<file path="src/rtl/ahq_pkg.sv">
// Shared types, constants and codes of the aging four-ary max heap.
package ahq_pkg;

  // Fixed widths of the channel payloads, the configuration port and the age, threshold and boost fields.
  localparam int unsigned ModeW     = 2;
  localparam int unsigned ReqW      = 16;
  localparam int unsigned StatusW   = 2;
  localparam int unsigned TopW      = 16;
  localparam int unsigned OccW      = 7;
  localparam int unsigned CfgIdxW   = 2;
  localparam int unsigned CfgDataW  = 8;
  localparam int unsigned AgeW      = 3;
  localparam int unsigned ThrW      = 3;
  localparam int unsigned BoostW    = 8;

  // Defaults for the top-level parameters.
  localparam int unsigned DefCapacity     = 64;
  localparam int unsigned DefPriorityBits = 16;
  localparam int unsigned DefArity        = 4;

  // Reset values of the configuration registers and the saturation limit of the age count.
  localparam logic [ThrW-1:0]   ThrReset   = 3'd4;
  localparam logic [BoostW-1:0] BoostReset = 8'd2;
  localparam logic [AgeW-1:0]   AgeMax     = 3'd7;

  typedef enum logic [ModeW-1:0] {
    MODE_INSERT  = 2'd0,
    MODE_EXTRACT = 2'd1,
    MODE_CLEAR   = 2'd2,
    MODE_NOP     = 2'd3
  } mode_e;

  typedef enum logic [StatusW-1:0] {
    ST_OK      = 2'd0,
    ST_EMPTY   = 2'd1,
    ST_FULL    = 2'd2,
    ST_IGNORED = 2'd3
  } status_e;

  typedef enum logic [CfgIdxW-1:0] {
    CFG_THRESHOLD = 2'd0,
    CFG_BOOST     = 2'd1,
    CFG_SPARE2    = 2'd2,
    CFG_SPARE3    = 2'd3
  } cfg_idx_e;

  // Datapath operations issued by the controller.
  typedef enum logic [3:0] {
    OP_IDLE,
    OP_ACCEPT,
    OP_DECODE,
    OP_UP_TEST,
    OP_UP_CMP,
    OP_EX_ROOT,
    OP_EX_LAST,
    OP_DN_RD,
    OP_DN_CMP,
    OP_DN_PLACE,
    OP_AG_RD,
    OP_AG_WR,
    OP_DONE
  } op_e;

  // Status flags from the datapath to the controller.
  typedef struct packed {
    logic ins_ok;
    logic ext_ok;
    logic pos_zero;
    logic up_move;
    logic cnt_zero;
    logic dn_end;
    logic found;
    logic age_end;
    logic out_free;
  } dp_status_t;

endpackage

</file>
<file path="src/rtl/ahq_if.sv">
// Valid/ready channel interfaces for job requests and results.
interface ahq_req_if;
  import ahq_pkg::*;
  logic              valid;
  logic              ready;
  logic [ModeW-1:0]  mode;
  logic [ReqW-1:0]   priority_req;
  modport source (output valid, output mode, output priority_req, input ready);
  modport sink (input valid, input mode, input priority_req, output ready);
endinterface

interface ahq_rsp_if;
  import ahq_pkg::*;
  logic               valid;
  logic               ready;
  logic [StatusW-1:0] status;
  logic [TopW-1:0]    top_priority;
  logic [OccW-1:0]    occupancy;
  modport source (output valid, output status, output top_priority, output occupancy,
                  input ready);
  modport sink (input valid, input status, input top_priority, input occupancy,
                output ready);
endinterface

</file>
<file path="src/rtl/ahq_ctrl.sv">
// Sequencing state machine for insert, extract, sift and aging passes.
module ahq_ctrl (
  input  logic                clk_i,
  input  logic                rst_ni,
  input  logic                in_valid_i,
  output logic                in_ready_o,
  input  ahq_pkg::dp_status_t st_i,
  output ahq_pkg::op_e        op_o
);
  import ahq_pkg::*;

  localparam logic [3:0] S_IDLE     = 4'd0;
  localparam logic [3:0] S_DECODE   = 4'd1;
  localparam logic [3:0] S_UP_TEST  = 4'd2;
  localparam logic [3:0] S_UP_CMP   = 4'd3;
  localparam logic [3:0] S_EX_ROOT  = 4'd4;
  localparam logic [3:0] S_EX_LAST  = 4'd5;
  localparam logic [3:0] S_DN_RD    = 4'd6;
  localparam logic [3:0] S_DN_CMP   = 4'd7;
  localparam logic [3:0] S_DN_PLACE = 4'd8;
  localparam logic [3:0] S_AG_RD    = 4'd9;
  localparam logic [3:0] S_AG_WR    = 4'd10;
  localparam logic [3:0] S_DONE     = 4'd11;

  logic [3:0] state_q, state_d;

  assign in_ready_o = (state_q == S_IDLE);

  // Next state and datapath operation.
  always_comb begin
    state_d = state_q;
    op_o    = OP_IDLE;
    unique case (state_q)
      S_IDLE: begin
        if (in_valid_i) begin
          op_o    = OP_ACCEPT;
          state_d = S_DECODE;
        end
      end
      S_DECODE: begin
        op_o = OP_DECODE;
        if (st_i.ins_ok) state_d = S_UP_TEST;
        else if (st_i.ext_ok) state_d = S_EX_ROOT;
        else state_d = S_DONE;
      end
      S_UP_TEST: begin
        op_o    = OP_UP_TEST;
        state_d = st_i.pos_zero ? S_DONE : S_UP_CMP;
      end
      S_UP_CMP: begin
        op_o    = OP_UP_CMP;
        state_d = st_i.up_move ? S_UP_TEST : S_DONE;
      end
      S_EX_ROOT: begin
        op_o    = OP_EX_ROOT;
        state_d = st_i.cnt_zero ? S_DONE : S_EX_LAST;
      end
      S_EX_LAST: begin
        op_o    = OP_EX_LAST;
        state_d = S_DN_RD;
      end
      S_DN_RD: begin
        op_o    = OP_DN_RD;
        state_d = st_i.dn_end ? S_DN_PLACE : S_DN_CMP;
      end
      S_DN_CMP: begin
        op_o    = OP_DN_CMP;
        state_d = S_DN_RD;
      end
      S_DN_PLACE: begin
        op_o    = OP_DN_PLACE;
        state_d = st_i.found ? S_DN_RD : S_AG_RD;
      end
      S_AG_RD: begin
        op_o    = OP_AG_RD;
        state_d = st_i.age_end ? S_DONE : S_AG_WR;
      end
      S_AG_WR: begin
        op_o    = OP_AG_WR;
        state_d = S_AG_RD;
      end
      S_DONE: begin
        op_o = OP_DONE;
        if (st_i.out_free) state_d = S_IDLE;
      end
      default: state_d = S_IDLE;
    endcase
  end

  // State register.
  always_ff @(posedge clk_i or negedge rst_ni) begin
    if (!rst_ni) begin
      state_q <= S_IDLE;
    end else begin
      state_q <= state_d;
    end
  end

endmodule

</file>
<file path="src/rtl/ahq_dp.sv">
// Heap datapath: entry memory, sift registers, aging logic and result register.
module ahq_dp #(
  parameter int unsigned CAPACITY      = ahq_pkg::DefCapacity,
  parameter int unsigned PRIORITY_BITS = ahq_pkg::DefPriorityBits,
  parameter int unsigned ARITY         = ahq_pkg::DefArity
) (
  input  logic                          clk_i,
  input  logic                          rst_ni,
  input  ahq_pkg::op_e                  op_i,
  output ahq_pkg::dp_status_t           st_o,
  input  logic [ahq_pkg::ModeW-1:0]     mode_i,
  input  logic [ahq_pkg::ReqW-1:0]      priority_req_i,
  input  logic                          cfg_we_i,
  input  logic [ahq_pkg::CfgIdxW-1:0]   cfg_idx_i,
  input  logic [ahq_pkg::CfgDataW-1:0]  cfg_data_i,
  output logic                          out_valid_o,
  input  logic                          out_ready_i,
  output logic [ahq_pkg::StatusW-1:0]   status_o,
  output logic [ahq_pkg::TopW-1:0]      top_priority_o,
  output logic [ahq_pkg::OccW-1:0]      occupancy_o
);
  import ahq_pkg::*;

  localparam int unsigned PB   = PRIORITY_BITS;
  localparam int unsigned EW   = PB + AgeW;
  localparam int unsigned AW   = $clog2(CAPACITY);
  localparam int unsigned CNTW = $clog2(CAPACITY + 1);
  localparam int unsigned KW   = $clog2(ARITY + 1);
  localparam int unsigned CIW  = AW + $clog2(ARITY) + 1;
  localparam int unsigned SW   = PB + BoostW + 1;
  localparam logic [PB-1:0] PrioMax = {PB{1'b1}};

  // Entry memory: {priority, age}, one write and one registered read a cycle.
  logic [EW-1:0] mem [CAPACITY];
  logic          we, re;
  logic [AW-1:0] waddr, raddr;
  logic [EW-1:0] wdata, rdata_q;

  always_ff @(posedge clk_i) begin
    if (we) mem[waddr] <= wdata;
    if (re) rdata_q <= mem[raddr];
  end

  // Control and configuration registers.
  logic [CNTW-1:0]    cnt_q, cnt_d;
  logic [ThrW-1:0]    thr_q;
  logic [BoostW-1:0]  boost_q;
  logic               out_valid_q, out_valid_d;

  // Working registers of one transaction.
  logic [ModeW-1:0]   mode_q, mode_d;
  logic [PB-1:0]      req_q, req_d;
  logic [AW-1:0]      pos_q, pos_d;
  logic [EW-1:0]      val_q, val_d;
  logic [EW-1:0]      best_q, best_d;
  logic [AW-1:0]      best_idx_q, best_idx_d;
  logic               found_q, found_d;
  logic [KW-1:0]      k_q, k_d;
  logic [AW-1:0]      idx_q, idx_d;
  logic [CNTW-1:0]    age_i_q, age_i_d;
  logic [StatusW-1:0] res_st_q, res_st_d;
  logic [PB-1:0]      res_top_q, res_top_d;
  logic [StatusW-1:0] out_st_q, out_st_d;
  logic [PB-1:0]      out_top_q, out_top_d;
  logic [CNTW-1:0]    out_occ_q, out_occ_d;

  // Derived values.
  logic [PB+ReqW-1:0] req_ext;
  logic [PB-1:0]      req_p;
  logic [AW-1:0]      parent;
  logic [CIW-1:0]     child;
  logic [PB-1:0]      rd_prio;
  logic [AgeW-1:0]    rd_age;
  logic [SW-1:0]      boost_sum;
  logic [PB-1:0]      aged_prio;
  logic [AgeW-1:0]    aged_age;
  logic [PB+TopW-1:0] top_ext;
  logic [CNTW+OccW-1:0] occ_ext;

  assign req_ext = {{PB{1'b0}}, priority_req_i};
  assign req_p   = req_ext[PB-1:0];
  assign parent  = AW'((pos_q - AW'(1)) / ARITY);
  assign child   = CIW'(pos_q) * CIW'(ARITY) + CIW'(1) + CIW'(k_q);
  assign rd_prio = rdata_q[EW-1:AgeW];
  assign rd_age  = rdata_q[AgeW-1:0];

  // Aging of one entry: boost with saturation once its age reaches the threshold, age count saturating.
  assign boost_sum = SW'(rd_prio) + SW'(boost_q);
  assign aged_prio = (rd_age >= thr_q) ?
                     ((boost_sum > SW'(PrioMax)) ? PrioMax : boost_sum[PB-1:0]) : rd_prio;
  assign aged_age  = (rd_age < AgeMax) ? rd_age + AgeW'(1) : rd_age;

  // Status toward the controller.
  assign st_o.ins_ok   = (mode_q == MODE_INSERT) && (req_q != '0) &&
                         (cnt_q < CNTW'(CAPACITY));
  assign st_o.ext_ok   = (mode_q == MODE_EXTRACT) && (cnt_q != '0);
  assign st_o.pos_zero = (pos_q == '0);
  assign st_o.up_move  = rd_prio < val_q[EW-1:AgeW];
  assign st_o.cnt_zero = (cnt_q == '0);
  assign st_o.dn_end   = (k_q == KW'(ARITY)) || (child >= CIW'(cnt_q));
  assign st_o.found    = found_q;
  assign st_o.age_end  = (age_i_q == cnt_q);
  assign st_o.out_free = !out_valid_q || out_ready_i;

  // Datapath operations.
  always_comb begin
    we          = 1'b0;
    re          = 1'b0;
    waddr       = pos_q;
    raddr       = pos_q;
    wdata       = val_q;
    cnt_d       = cnt_q;
    mode_d      = mode_q;
    req_d       = req_q;
    pos_d       = pos_q;
    val_d       = val_q;
    best_d      = best_q;
    best_idx_d  = best_idx_q;
    found_d     = found_q;
    k_d         = k_q;
    idx_d       = idx_q;
    age_i_d     = age_i_q;
    res_st_d    = res_st_q;
    res_top_d   = res_top_q;
    out_valid_d = out_valid_q && !out_ready_i;
    out_st_d    = out_st_q;
    out_top_d   = out_top_q;
    out_occ_d   = out_occ_q;
    unique case (op_i)
      OP_IDLE: ;
      OP_ACCEPT: begin
        mode_d = mode_i;
        req_d  = req_p;
      end
      OP_DECODE: begin
        res_top_d = '0;
        res_st_d  = ST_OK;
        if (st_o.ins_ok) begin
          pos_d = AW'(cnt_q);
          val_d = {req_q, {AgeW{1'b0}}};
          cnt_d = cnt_q + CNTW'(1);
        end else if (st_o.ext_ok) begin
          cnt_d = cnt_q - CNTW'(1);
          re    = 1'b1;
          raddr = '0;
        end else if (mode_q == MODE_INSERT) begin
          res_st_d = (req_q == '0) ? ST_IGNORED : ST_FULL;
        end else if (mode_q == MODE_EXTRACT) begin
          res_st_d = ST_EMPTY;
        end else if (mode_q == MODE_CLEAR) begin
          cnt_d = '0;
        end
      end
      OP_UP_TEST: begin
        if (st_o.pos_zero) begin
          we = 1'b1;
        end else begin
          re    = 1'b1;
          raddr = parent;
        end
      end
      OP_UP_CMP: begin
        we = 1'b1;
        if (st_o.up_move) begin
          wdata = rdata_q;
          pos_d = parent;
        end
      end
      OP_EX_ROOT: begin
        res_top_d = rd_prio;
        if (!st_o.cnt_zero) begin
          re    = 1'b1;
          raddr = AW'(cnt_q);
        end
      end
      OP_EX_LAST: begin
        val_d   = rdata_q;
        best_d  = rdata_q;
        pos_d   = '0;
        k_d     = '0;
        found_d = 1'b0;
      end
      OP_DN_RD: begin
        if (!st_o.dn_end) begin
          re    = 1'b1;
          raddr = child[AW-1:0];
          idx_d = child[AW-1:0];
        end
      end
      OP_DN_CMP: begin
        if (rd_prio > best_q[EW-1:AgeW]) begin
          best_d     = rdata_q;
          best_idx_d = idx_q;
          found_d    = 1'b1;
        end
        k_d = k_q + KW'(1);
      end
      OP_DN_PLACE: begin
        we = 1'b1;
        if (found_q) begin
          wdata   = best_q;
          pos_d   = best_idx_q;
          k_d     = '0;
          found_d = 1'b0;
          best_d  = val_q;
        end else begin
          age_i_d = '0;
        end
      end
      OP_AG_RD: begin
        if (!st_o.age_end) begin
          re    = 1'b1;
          raddr = age_i_q[AW-1:0];
        end
      end
      OP_AG_WR: begin
        we      = 1'b1;
        waddr   = age_i_q[AW-1:0];
        wdata   = {aged_prio, aged_age};
        age_i_d = age_i_q + CNTW'(1);
      end
      OP_DONE: begin
        if (st_o.out_free) begin
          out_valid_d = 1'b1;
          out_st_d    = res_st_q;
          out_top_d   = res_top_q;
          out_occ_d   = cnt_q;
        end
      end
      default: ;
    endcase
  end

  // Control registers and configuration.
  always_ff @(posedge clk_i or negedge rst_ni) begin
    if (!rst_ni) begin
      cnt_q       <= '0;
      out_valid_q <= 1'b0;
      thr_q       <= ThrReset;
      boost_q     <= BoostReset;
    end else begin
      cnt_q       <= cnt_d;
      out_valid_q <= out_valid_d;
      if (cfg_we_i && (cfg_idx_i == CFG_THRESHOLD)) thr_q <= cfg_data_i[ThrW-1:0];
      if (cfg_we_i && (cfg_idx_i == CFG_BOOST)) boost_q <= cfg_data_i[BoostW-1:0];
    end
  end

  // Payload registers.
  always_ff @(posedge clk_i) begin
    mode_q     <= mode_d;
    req_q      <= req_d;
    pos_q      <= pos_d;
    val_q      <= val_d;
    best_q     <= best_d;
    best_idx_q <= best_idx_d;
    found_q    <= found_d;
    k_q        <= k_d;
    idx_q      <= idx_d;
    age_i_q    <= age_i_d;
    res_st_q   <= res_st_d;
    res_top_q  <= res_top_d;
    out_st_q   <= out_st_d;
    out_top_q  <= out_top_d;
    out_occ_q  <= out_occ_d;
  end

  // Result outputs.
  assign top_ext        = {{TopW{1'b0}}, out_top_q};
  assign occ_ext        = {{OccW{1'b0}}, out_occ_q};
  assign out_valid_o    = out_valid_q;
  assign status_o       = out_st_q;
  assign top_priority_o = top_ext[TopW-1:0];
  assign occupancy_o    = occ_ext[OccW-1:0];

endmodule

</file>
<file path="src/rtl/aging_four_ary_max_heap.sv">
// Top level of the aging four-ary max heap of jobs.
// Insert: places the job at the end and sifts it up level by level toward the root.
// Extract: takes the root, moves the last job to the root and sifts it down, reading
// each child of a level, then ages every held job; an extract that empties the heap
// skips both. Clear, rejects and no-ops go straight to the result. One transaction at a time;
// the next is accepted while a result waits in its register. Reset (async, active low) empties
// the heap and loads threshold 4 and boost 2.
module aging_four_ary_max_heap #(
  parameter int unsigned CAPACITY      = ahq_pkg::DefCapacity,
  parameter int unsigned PRIORITY_BITS = ahq_pkg::DefPriorityBits,
  parameter int unsigned ARITY         = ahq_pkg::DefArity
) (
  input  logic                         clk_i,
  input  logic                         rst_ni,
  ahq_req_if.sink                      in_ch,
  ahq_rsp_if.source                    out_ch,
  input  logic                         cfg_we_i,
  input  logic [ahq_pkg::CfgIdxW-1:0]  cfg_idx_i,
  input  logic [ahq_pkg::CfgDataW-1:0] cfg_data_i
);
  import ahq_pkg::*;

  op_e        op;
  dp_status_t st;

  // Sequencer.
  ahq_ctrl u_ctrl (
    .clk_i      (clk_i),
    .rst_ni     (rst_ni),
    .in_valid_i (in_ch.valid),
    .in_ready_o (in_ch.ready),
    .st_i       (st),
    .op_o       (op)
  );

  // Datapath.
  ahq_dp #(
    .CAPACITY      (CAPACITY),
    .PRIORITY_BITS (PRIORITY_BITS),
    .ARITY         (ARITY)
  ) u_dp (
    .clk_i          (clk_i),
    .rst_ni         (rst_ni),
    .op_i           (op),
    .st_o           (st),
    .mode_i         (in_ch.mode),
    .priority_req_i (in_ch.priority_req),
    .cfg_we_i       (cfg_we_i),
    .cfg_idx_i      (cfg_idx_i),
    .cfg_data_i     (cfg_data_i),
    .out_valid_o    (out_ch.valid),
    .out_ready_i    (out_ch.ready),
    .status_o       (out_ch.status),
    .top_priority_o (out_ch.top_priority),
    .occupancy_o    (out_ch.occupancy)
  );

endmodule
</file>
<file path="src/flat_wrapper.sv">
// flat-port wrapper written by rule: the top's interface ports become plain ports
module aging_four_ary_max_heap_flat import ahq_pkg::*;
#(
  parameter int unsigned CAPACITY      = ahq_pkg::DefCapacity,
  parameter int unsigned PRIORITY_BITS = ahq_pkg::DefPriorityBits,
  parameter int unsigned ARITY         = ahq_pkg::DefArity
)
  (clk_i, rst_ni, cfg_we_i, cfg_idx_i, cfg_data_i, in_ch_valid, in_ch_mode, in_ch_priority_req, in_ch_ready, out_ch_valid, out_ch_status, out_ch_top_priority, out_ch_occupancy, out_ch_ready);
  ahq_req_if in_ch_i ();
  ahq_rsp_if out_ch_i ();
  input  logic clk_i;
  input  logic rst_ni;
  input  logic cfg_we_i;
  input  logic [ahq_pkg::CfgIdxW-1:0] cfg_idx_i;
  input  logic [ahq_pkg::CfgDataW-1:0] cfg_data_i;
  input wire logic [$bits(in_ch_i.valid)-1:0] in_ch_valid;
  input wire logic [$bits(in_ch_i.mode)-1:0] in_ch_mode;
  input wire logic [$bits(in_ch_i.priority_req)-1:0] in_ch_priority_req;
  output wire logic [$bits(in_ch_i.ready)-1:0] in_ch_ready;
  output wire logic [$bits(out_ch_i.valid)-1:0] out_ch_valid;
  output wire logic [$bits(out_ch_i.status)-1:0] out_ch_status;
  output wire logic [$bits(out_ch_i.top_priority)-1:0] out_ch_top_priority;
  output wire logic [$bits(out_ch_i.occupancy)-1:0] out_ch_occupancy;
  input wire logic [$bits(out_ch_i.ready)-1:0] out_ch_ready;
  assign in_ch_i.valid = in_ch_valid;
  assign in_ch_i.mode = in_ch_mode;
  assign in_ch_i.priority_req = in_ch_priority_req;
  assign in_ch_ready = in_ch_i.ready;
  assign out_ch_valid = out_ch_i.valid;
  assign out_ch_status = out_ch_i.status;
  assign out_ch_top_priority = out_ch_i.top_priority;
  assign out_ch_occupancy = out_ch_i.occupancy;
  assign out_ch_i.ready = out_ch_ready;
  aging_four_ary_max_heap #(.CAPACITY(CAPACITY), .PRIORITY_BITS(PRIORITY_BITS), .ARITY(ARITY)) u_core (.clk_i(clk_i), .rst_ni(rst_ni), .in_ch(in_ch_i), .out_ch(out_ch_i), .cfg_we_i(cfg_we_i), .cfg_idx_i(cfg_idx_i), .cfg_data_i(cfg_data_i));
endmodule
</file>
<file path="config.mk">
export PLATFORM = sky130hd
export DESIGN_NAME = aging_four_ary_max_heap_flat
export DESIGN_NICKNAME = d
export VERILOG_FILES = /design/src/rtl/ahq_pkg.sv /design/src/rtl/ahq_if.sv /design/src/rtl/ahq_ctrl.sv /design/src/rtl/ahq_dp.sv /design/src/rtl/aging_four_ary_max_heap.sv /design/src/flat_wrapper.sv
export SDC_FILE = /design/constraint.sdc
export NUM_CORES = 2
export LEC_CHECK = 0
export BUFFER_PORTS_ARGS = -buffer_cell sky130_fd_sc_hd__buf_2
export CORE_ASPECT_RATIO = 0.9
export CORE_UTILIZATION = 60
export CTS_BUF_LIST = sky130_fd_sc_hd__clkbuf_8
export CTS_CLUSTER_SIZE = 24
export DETAILED_ROUTE_END_ITERATION = 8
export HOLD_SLACK_MARGIN = 0.12
export PLACE_DENSITY = 0.76
export SLEW_MARGIN = 15
export SYNTH_ARGS = -nofsm -noshare
export SYNTH_HDL_FRONTEND = slang
export SYNTH_SLANG_ARGS = --single-unit
</file>
<file path="constraint.sdc">
create_clock -name clk_i -period 18.5 [get_ports clk_i]
set_clock_uncertainty 0.2 [all_clocks]
set_input_delay 2.775 -clock clk_i [delete_from_list [all_inputs] [get_ports clk_i]]
set_output_delay 2.775 -clock clk_i [all_outputs]
set_load 0.02 [all_outputs]
</file>
Word level (Yosys, flattened, before mapping)

Memories as Yosys holds them, arrays and structs flattened. A register that Yosys moved wholly into a read port is not among the register bits.
Index checks and enable logic that the tools add are counted.

$add $sub $neg: 9
Magnitude comparators: 7
Equality and inequality tests: 37
Mux-type cells: 64
Bitwise gates (word level): 1
Reduce and logical (&&, ||, !) cells: 40

Operators by type and width:

| cell                                                             | count |
|---|---|
| case mux 19 bit (3 select lines)                                 | 2 |
| two-way mux 19 bit                                               | 5 |
| two-way mux 6 bit                                                | 10 |
| case mux 4 bit (12 select lines)                                 | 1 |
| case mux 4 bit (11 select lines)                                 | 1 |
| two-way mux 7 bit                                                | 6 |
| case mux 19 bit (2 select lines)                                 | 1 |
| equality test 4 bit (second input constant)                      | 9 |
| two-way mux 4 bit                                                | 9 |
| equality test 4 x 3 -> 1 bit (second input constant)             | 8 |
| two-way mux 16 bit                                               | 2 |
| case mux 16 bit (2 select lines)                                 | 1 |
| case mux 6 bit (5 select lines)                                  | 1 |
| case mux 6 bit (4 select lines)                                  | 1 |
| adder 16 x 8 -> 17 bit                                           | 1 |
| greater-than comparator 17 x 16 -> 1 bit (second input constant) | 1 |
| equality test 4 x 2 -> 1 bit (second input constant)             | 4 |
| greater-than comparator 16 bit                                   | 1 |
| logical NOT 16 bit                                               | 1 |
| < comparator 16 bit                                              | 1 |
| two-way mux 1 bit                                                | 16 |
| AND reduction 2 bit                                              | 8 |
| nonzero test 16 bit                                              | 1 |
| adder 7 x 1 -> 7 bit (second input constant)                     | 2 |
| other kinds (39)                                                 | 65 |

Flip-flop bits (word level): 151
Bits in writable memories: 1216
Logic and storage cells: 179
Memories kept: 1

Memories:

| name            | depth | width | read ports | clocked after Yosys merged registers in | write ports | line         | RTL |
|---|---|---|---|---|---|---|---|
| u_core.u_dp.mem | 64    | 19    | 1          | 1                                       | 1           | ahq_dp.sv:34 | `logic [EW-1:0] mem [CAPACITY];` |

Depth between registers and ports, before layout

Word-level depth: 7
Gate-level depth with buffers: 19
Gate-level depth less buffers: 17

By module

From an unflattened synthesis, not the netlist that was laid out.

Cells, all modules: 4311
Area total of the unflattened synthesis: 58594.9 um^2

Modules (own cells, without submodules):

| module   | instances | cells an instance | area an instance (um^2) |
|---|---|---|---|
| ahq_dp   | 1         | 4256              | 58169.5 |
| ahq_ctrl | 1         | 55                | 425.4 |

Worst setup path after synthesis

Ideal clock, no wire load.

Path type: register to register
Start point: register u_core.u_dp.rdata_q[4] (read register of u_core.u_dp.mem)
End point: memory u_core.u_dp.mem[0][16] (netlist name) (data pin)
Library setup time: 0.721 ns
Arrival time: 5.096 ns
Data required time: 17.579 ns
Setup slack: 12.483 ns
Cell stages (with the launch flop): 12
Path buffers: 1
Period minus slack after synthesis: 6.017 ns
Cell sequence: edfxtp_1 > ha_1 > a21o_1 > a21o_1 > a21o_1 > a21o_1 > a21o_1 > a211oi_1 > o21a_1 > clkbuf_1 > nor4_1 > a211oi_1

Cells in the longest elaborated chain, start to end: 5

RTL lines:

| item                                     | line          | RTL |
|---|---|---|
| from (decl)                              | ahq_dp.sv:37  | `logic [EW-1:0] wdata, rdata_q;` |
| adder 16 x 8 -> 17 bit                   | ahq_dp.sv:88  | `assign boost_sum = SW'(rd_prio) + SW'(boost_q);` |
| greater-than comparator 17 x 16 -> 1 bit | ahq_dp.sv:90  | `((boost_sum > SW'(PrioMax)) ? PrioMax : boost_sum[PB-1:0]) : rd_prio;` |
| two-way mux 16 bit                       | ahq_dp.sv:90  |  |
| two-way mux 16 bit                       | ahq_dp.sv:89  | `assign aged_prio = (rd_age >= thr_q) ?` |
| case mux 19 bit (3 select lines) (*)     | ahq_dp.sv:129 | `unique case (op_i)` |
| via u_core.u_dp.wdata[16]                | ahq_dp.sv:37  |  |
| to (decl)                                | ahq_dp.sv:34  |  |

Mark *: on every way through the listed nets, which the timed path passes. The rest lies on a longest branch.

Worst setup path after layout

Start point: register u_core.u_dp.pos_q[0]
End point: register u_core.u_dp.rdata_q[9] (read register of u_core.u_dp.mem) (data pin)

Cells in the longest elaborated chain, start to end: 6

RTL lines:

| item                                                                               | line          | RTL |
|---|---|---|
| from (decl)                                                                        | ahq_dp.sv:53  | `logic [AW-1:0] pos_q, pos_d;` |
| from (signal assigned)                                                             | ahq_dp.sv:253 | `pos_q <= pos_d;` |
| adder 8 x 1 -> 9 bit (*)                                                           | ahq_dp.sv:83  | `assign child = CIW'(pos_q) * CIW'(ARITY) + CIW'(1) + CIW'(k_q);` |
| adder 9 x 3 -> 9 bit (*)                                                           | ahq_dp.sv:83  |  |
| via u_core.u_dp.child[5]                                                           | ahq_dp.sv:71  | `logic [CIW-1:0] child;` |
| >= comparator 9 x 7 -> 1 bit                                                       | ahq_dp.sv:100 | `assign st_o.dn_end = (k_q == KW'(ARITY)) \|\| (child >= CIW'(cnt_q));` |
| logical OR 1 bit                                                                   | ahq_dp.sv:100 |  |
| two-way mux 6 bit or two-way mux 1 bit (tied branches)                             | ahq_dp.sv:184 | `if (!st_o.dn_end) begin` |
| case mux 6 bit (5 select lines) or case mux 1 bit (5 select lines) (tied branches) | ahq_dp.sv:129 |  |

Marks and branches as above.
A chain may end at the register's enable or synchronous reset.

==> results.rst <==
.. list-table::
   :header-rows: 1

   * - Metric
     - Value
   * - Synth area leaders
     - sky130_fd_sc_hd__edfxtp_1 71%, sky130_fd_sc_hd__mux2i_1 8.4%, sky130_fd_sc_hd__mux2_2 2.0%
   * - Total standard cell area after synthesis
     - 57700 sq um
   * - HPWL after DPL
     - 82.1 mm
   * - CTS max path bufs
     - 3
   * - Clk pin slew, worst setup/hold paths
     - 60 ps
   * - Critical path class
     - reg2reg
   * - Sequential-to-total area share from yosys stat
     - 0.719
   * - Die span in y
     - 296 um
   * - Ordered list of cells on the worst path
     - ha_1, a31oi_1, nor2_1, xnor2_1, ha_1, a21o_1, a221oi_1, a21boi_0, nor3_1, and2_4, o2bb2ai_4, buf_12, buf_4, buf_4, buf_4, nor2b_1, a211oi_2, a21oi_1, a22o_1, or4_1
   * - First-pass GRT wire length
     - 202 mm
   * - Cell taking the most area after synthesis
     - sky130_fd_sc_hd__edfxtp_1
   * - Critical path peak fanout
     - 146
   * - Total overflow reported by the global router
     - 0
   * - Count of flip-flops with a built-in enable after synthesis
     - 1363
   * - Final routed DRC violation total
     - 6
   * - Number of synthesized register bits
     - 1386
   * - Max incr delay on CP
     - 900 ps
   * - Area of the multi-input gates
     - 15200 sq um
   * - Number of sinks on the clock net
     - 1386
   * - Core region area
     - 94900 sq um
   * - Pin count of the biggest net entering global routing
     - 147
   * - Length of the first detailed-routing pass in iterations
     - 8
   * - Total number of yosys warnings
     - 0
   * - Final ANT Viol Nets
     - 0
   * - Top-Level Pins
     - 60
   * - Post-synthesis average cell area
     - 15.9 sq um
   * - Critical-path cell with the highest stage delay
     - sky130_fd_sc_hd__buf_4
   * - Vias after detailed routing
     - 33.4k
   * - Row Count
     - 107
   * - Number of hold buffers added after cts
     - 0
   * - Slew Limit Fails
     - 0
   * - Number of unique standard cell types used by synthesis
     - 80
   * - Most frequent cell after synthesis
     - sky130_fd_sc_hd__edfxtp_1
   * - Buffer cell driving the clock tree root
     - sky130_fd_sc_hd__clkbuf_8
   * - FFs w/ async S/R, synth
     - 0.0166
   * - Violated checks
     - design-rule violations
   * - Final Critical Period
     - 9020 ps
   * - Routed vias/inst
     - 6.41
   * - Result of the run
     - complete, but fails checks
   * - Cell seen most often among critical-path stages
     - sky130_fd_sc_hd__buf_4
   * - Vias in the first global route
     - 31.5k
   * - Final clock period utilization by the worst path
     - 0.488
   * - Die area
     - 97400 sq um
   * - Horiz. Die Dim
     - 329 um
   * - Req. time, crit path
     - 18920 ps
   * - Total of cells resized after clock tree synthesis
     - 0
   * - Area overhead of the layout relative to synthesis
     - 9.73%
   * - Initial Util
     - 0.608
   * - Area fraction of the dominant cell type after synthesis
     - 0.709
   * - Top flip-flop cell by instance count after synthesis
     - sky130_fd_sc_hd__edfxtp_1
   * - Fillcell total
     - 6386
   * - Fraction of final layout cells sized beyond drive strength 1
     - 0.158
   * - Relative max-transition margin
     - 0.183
   * - Data arrival, critical path
     - 9440 ps
   * - RSZ-0062 raised after global routing
     - false
   * - Global placer's final weighted congestion
     - 0.892
   * - Gr usage total
     - 0.286
   * - TritonCTS clock tree
     - done
   * - TNS Setup
     - 0 ps
   * - Number of nets produced by synthesis
     - 3727
   * - IO buf count
     - 59
   * - Nets@finish
     - 3888
   * - FMAX
     - 111 MHz
   * - Maximum level of the CTS H-tree
     - 4
   * - Class of the most critical hold timing path
     - reg2reg
   * - Max-cap viol count
     - 0
   * - Post-CTS setup buffers
     - 0
   * - Flip-flop and latch area
     - 41500 sq um
   * - Worst slew pin tran
     - 1210 ps
   * - Number of setup violations in the final report
     - 0
   * - Instance count of the mapped netlist
     - 3637
   * - Hold Fails Final Rpt
     - 0
   * - Worst-Skew Late Latency
     - 880 ps
   * - Initial antenna violation count
     - 6
   * - Number of CTS-inserted buffers
     - 204
   * - Most used standard cells in the synthesized netlist
     - 1363 x sky130_fd_sc_hd__edfxtp_1, 486 x sky130_fd_sc_hd__mux2i_1, 169 x sky130_fd_sc_hd__nand2_1
   * - Critical Path Sink Type
     - flip-flop
   * - Wire length per cell
     - 26.8 um
   * - Detailed-route wire length
     - 140 mm
   * - Category of cells accounting for the largest share of critical-path delay
     - buffers and inverters
   * - Crit start category
     - flip-flop
   * - Number of DRC markers in iteration 0
     - 4173
   * - Number of buffers and inverters on the critical path
     - 4
metrics by stage:
step	area [sq um]	std cells	hold slack, ps	worst slack [ps]	utilization
floorplan	57700	3637	200	12480	-
global placement	59600	4844	202	9850	0.628
detailed placement	59600	4844	205	9700	0.628
CTS	63300	5211	217	9650	0.666
global route	63300	5213	214	8890	0.667
finish	63300	5216	218	9480	0.667
placed cells by master, fill, tap and decap left out, drive strengths merged, types with 38 or more instances in the layout:
cell | netlist | final
a211oi | 79 | 79
a21oi | 107 | 107
a22o | 38 | 38
buf | 138 | 164
clkbuf | 71 | 210
clkinv | 0 | 64
edfxtp | 1363 | 1363
ha | 56 | 56
inv | 57 | 146
mux2 | 100 | 100
mux2i | 486 | 486
nand2 | 169 | 169
nand4 | 50 | 50
nor2 | 120 | 120
nor2b | 84 | 84
o211ai | 80 | 80
o21ai | 140 | 140
o22ai | 164 | 164
metal layers:
layer  GRT usage  share of wire  vias to the layer above
met5           0              0                        -
met3      0.0692           0.11                      221
met4      0.0905          0.025                        0
li1            -              -                    14718
met2       0.426           0.45                     1750
met1       0.419           0.42                    16750
layout make-up:
cell class	instances	share of cell area
flip-flops and latches	1386	0.656
diodes	4	0.000158
repair buffers	164	0.0180
inverters	57	0.00338
clock buffers	210	0.0457
multi-input cells	1985	0.240
clock inverters	157	0.0124
well taps	1253	0.0248
sequential cells by signal, summed over array words and instances, names as in the netlist, 8 cells and up:
| name | flops |
|---|---|
| u_core.u_dp.rdata_q | 19 |
| u_core.u_dp.boost_q | 8 |
| u_core.u_dp.mem | 1216 |
| u_core.u_dp.best_q | 19 |
| u_core.u_dp.req_q | 16 |
| u_core.u_dp.top_priority_o | 16 |
| u_core.u_dp.val_q | 19 |
| u_core.u_dp.res_top_q | 16 |
cell families (layout without fill, tap and decap cells):
logic type	count (synthesis)	in the layout	synth area share
mux	586	586	0.104
xor+xnor	26	26	0.00395
compound gates	724	724	0.0837
other cells	0	4	0
simple gates	592	592	0.0527
flops	1386	1386	0.719
fa+ha+maj	57	57	0.0125
buf+inv	266	588	0.0239
worst paths after layout:
path                                            from                        end  slack, ps  depth (start not counted)
max in group asynchronous                     rst_ni     u_core.u_dp.boost_q[7]      16000                          1
worst max-delay path            u_core.u_dp.pos_q[0]     u_core.u_dp.rdata_q[9]       9480                         20
worst min-delay path            u_core.u_dp.idx_q[4]  u_core.u_dp.best_idx_q[4]        220                          0
worst min register to register  u_core.u_dp.idx_q[4]  u_core.u_dp.best_idx_q[4]        220                          0
min in group asynchronous                     rst_ni       u_core.u_dp.thr_q[1]       1720                          1
worst max register to register  u_core.u_dp.pos_q[0]     u_core.u_dp.rdata_q[9]       9480                         20
worst reg2reg max path, stage by stage, from the launching register on:
cell                        delay [ps]
sky130_fd_sc_hd__edfxtp_1          520
sky130_fd_sc_hd__ha_1              390
sky130_fd_sc_hd__a31oi_1           370
sky130_fd_sc_hd__nor2_1            120
sky130_fd_sc_hd__xnor2_1           300
sky130_fd_sc_hd__ha_1              320
sky130_fd_sc_hd__a21o_1            160
sky130_fd_sc_hd__a221oi_1          340
sky130_fd_sc_hd__a21boi_0          180
sky130_fd_sc_hd__nor3_1            480
sky130_fd_sc_hd__and2_4            260
sky130_fd_sc_hd__o2bb2ai_4         240
sky130_fd_sc_hd__buf_12            590
sky130_fd_sc_hd__buf_4            1190
sky130_fd_sc_hd__buf_4             920
sky130_fd_sc_hd__buf_4             970
sky130_fd_sc_hd__nor2b_1           200
sky130_fd_sc_hd__a211oi_2          190
sky130_fd_sc_hd__a21oi_1            90
sky130_fd_sc_hd__a22o_1            280
sky130_fd_sc_hd__or4_1             510
Power is left out: the tool's default activity adds up to more than one toggle a clock period on the data nets, which glitch-free logic cannot reach.
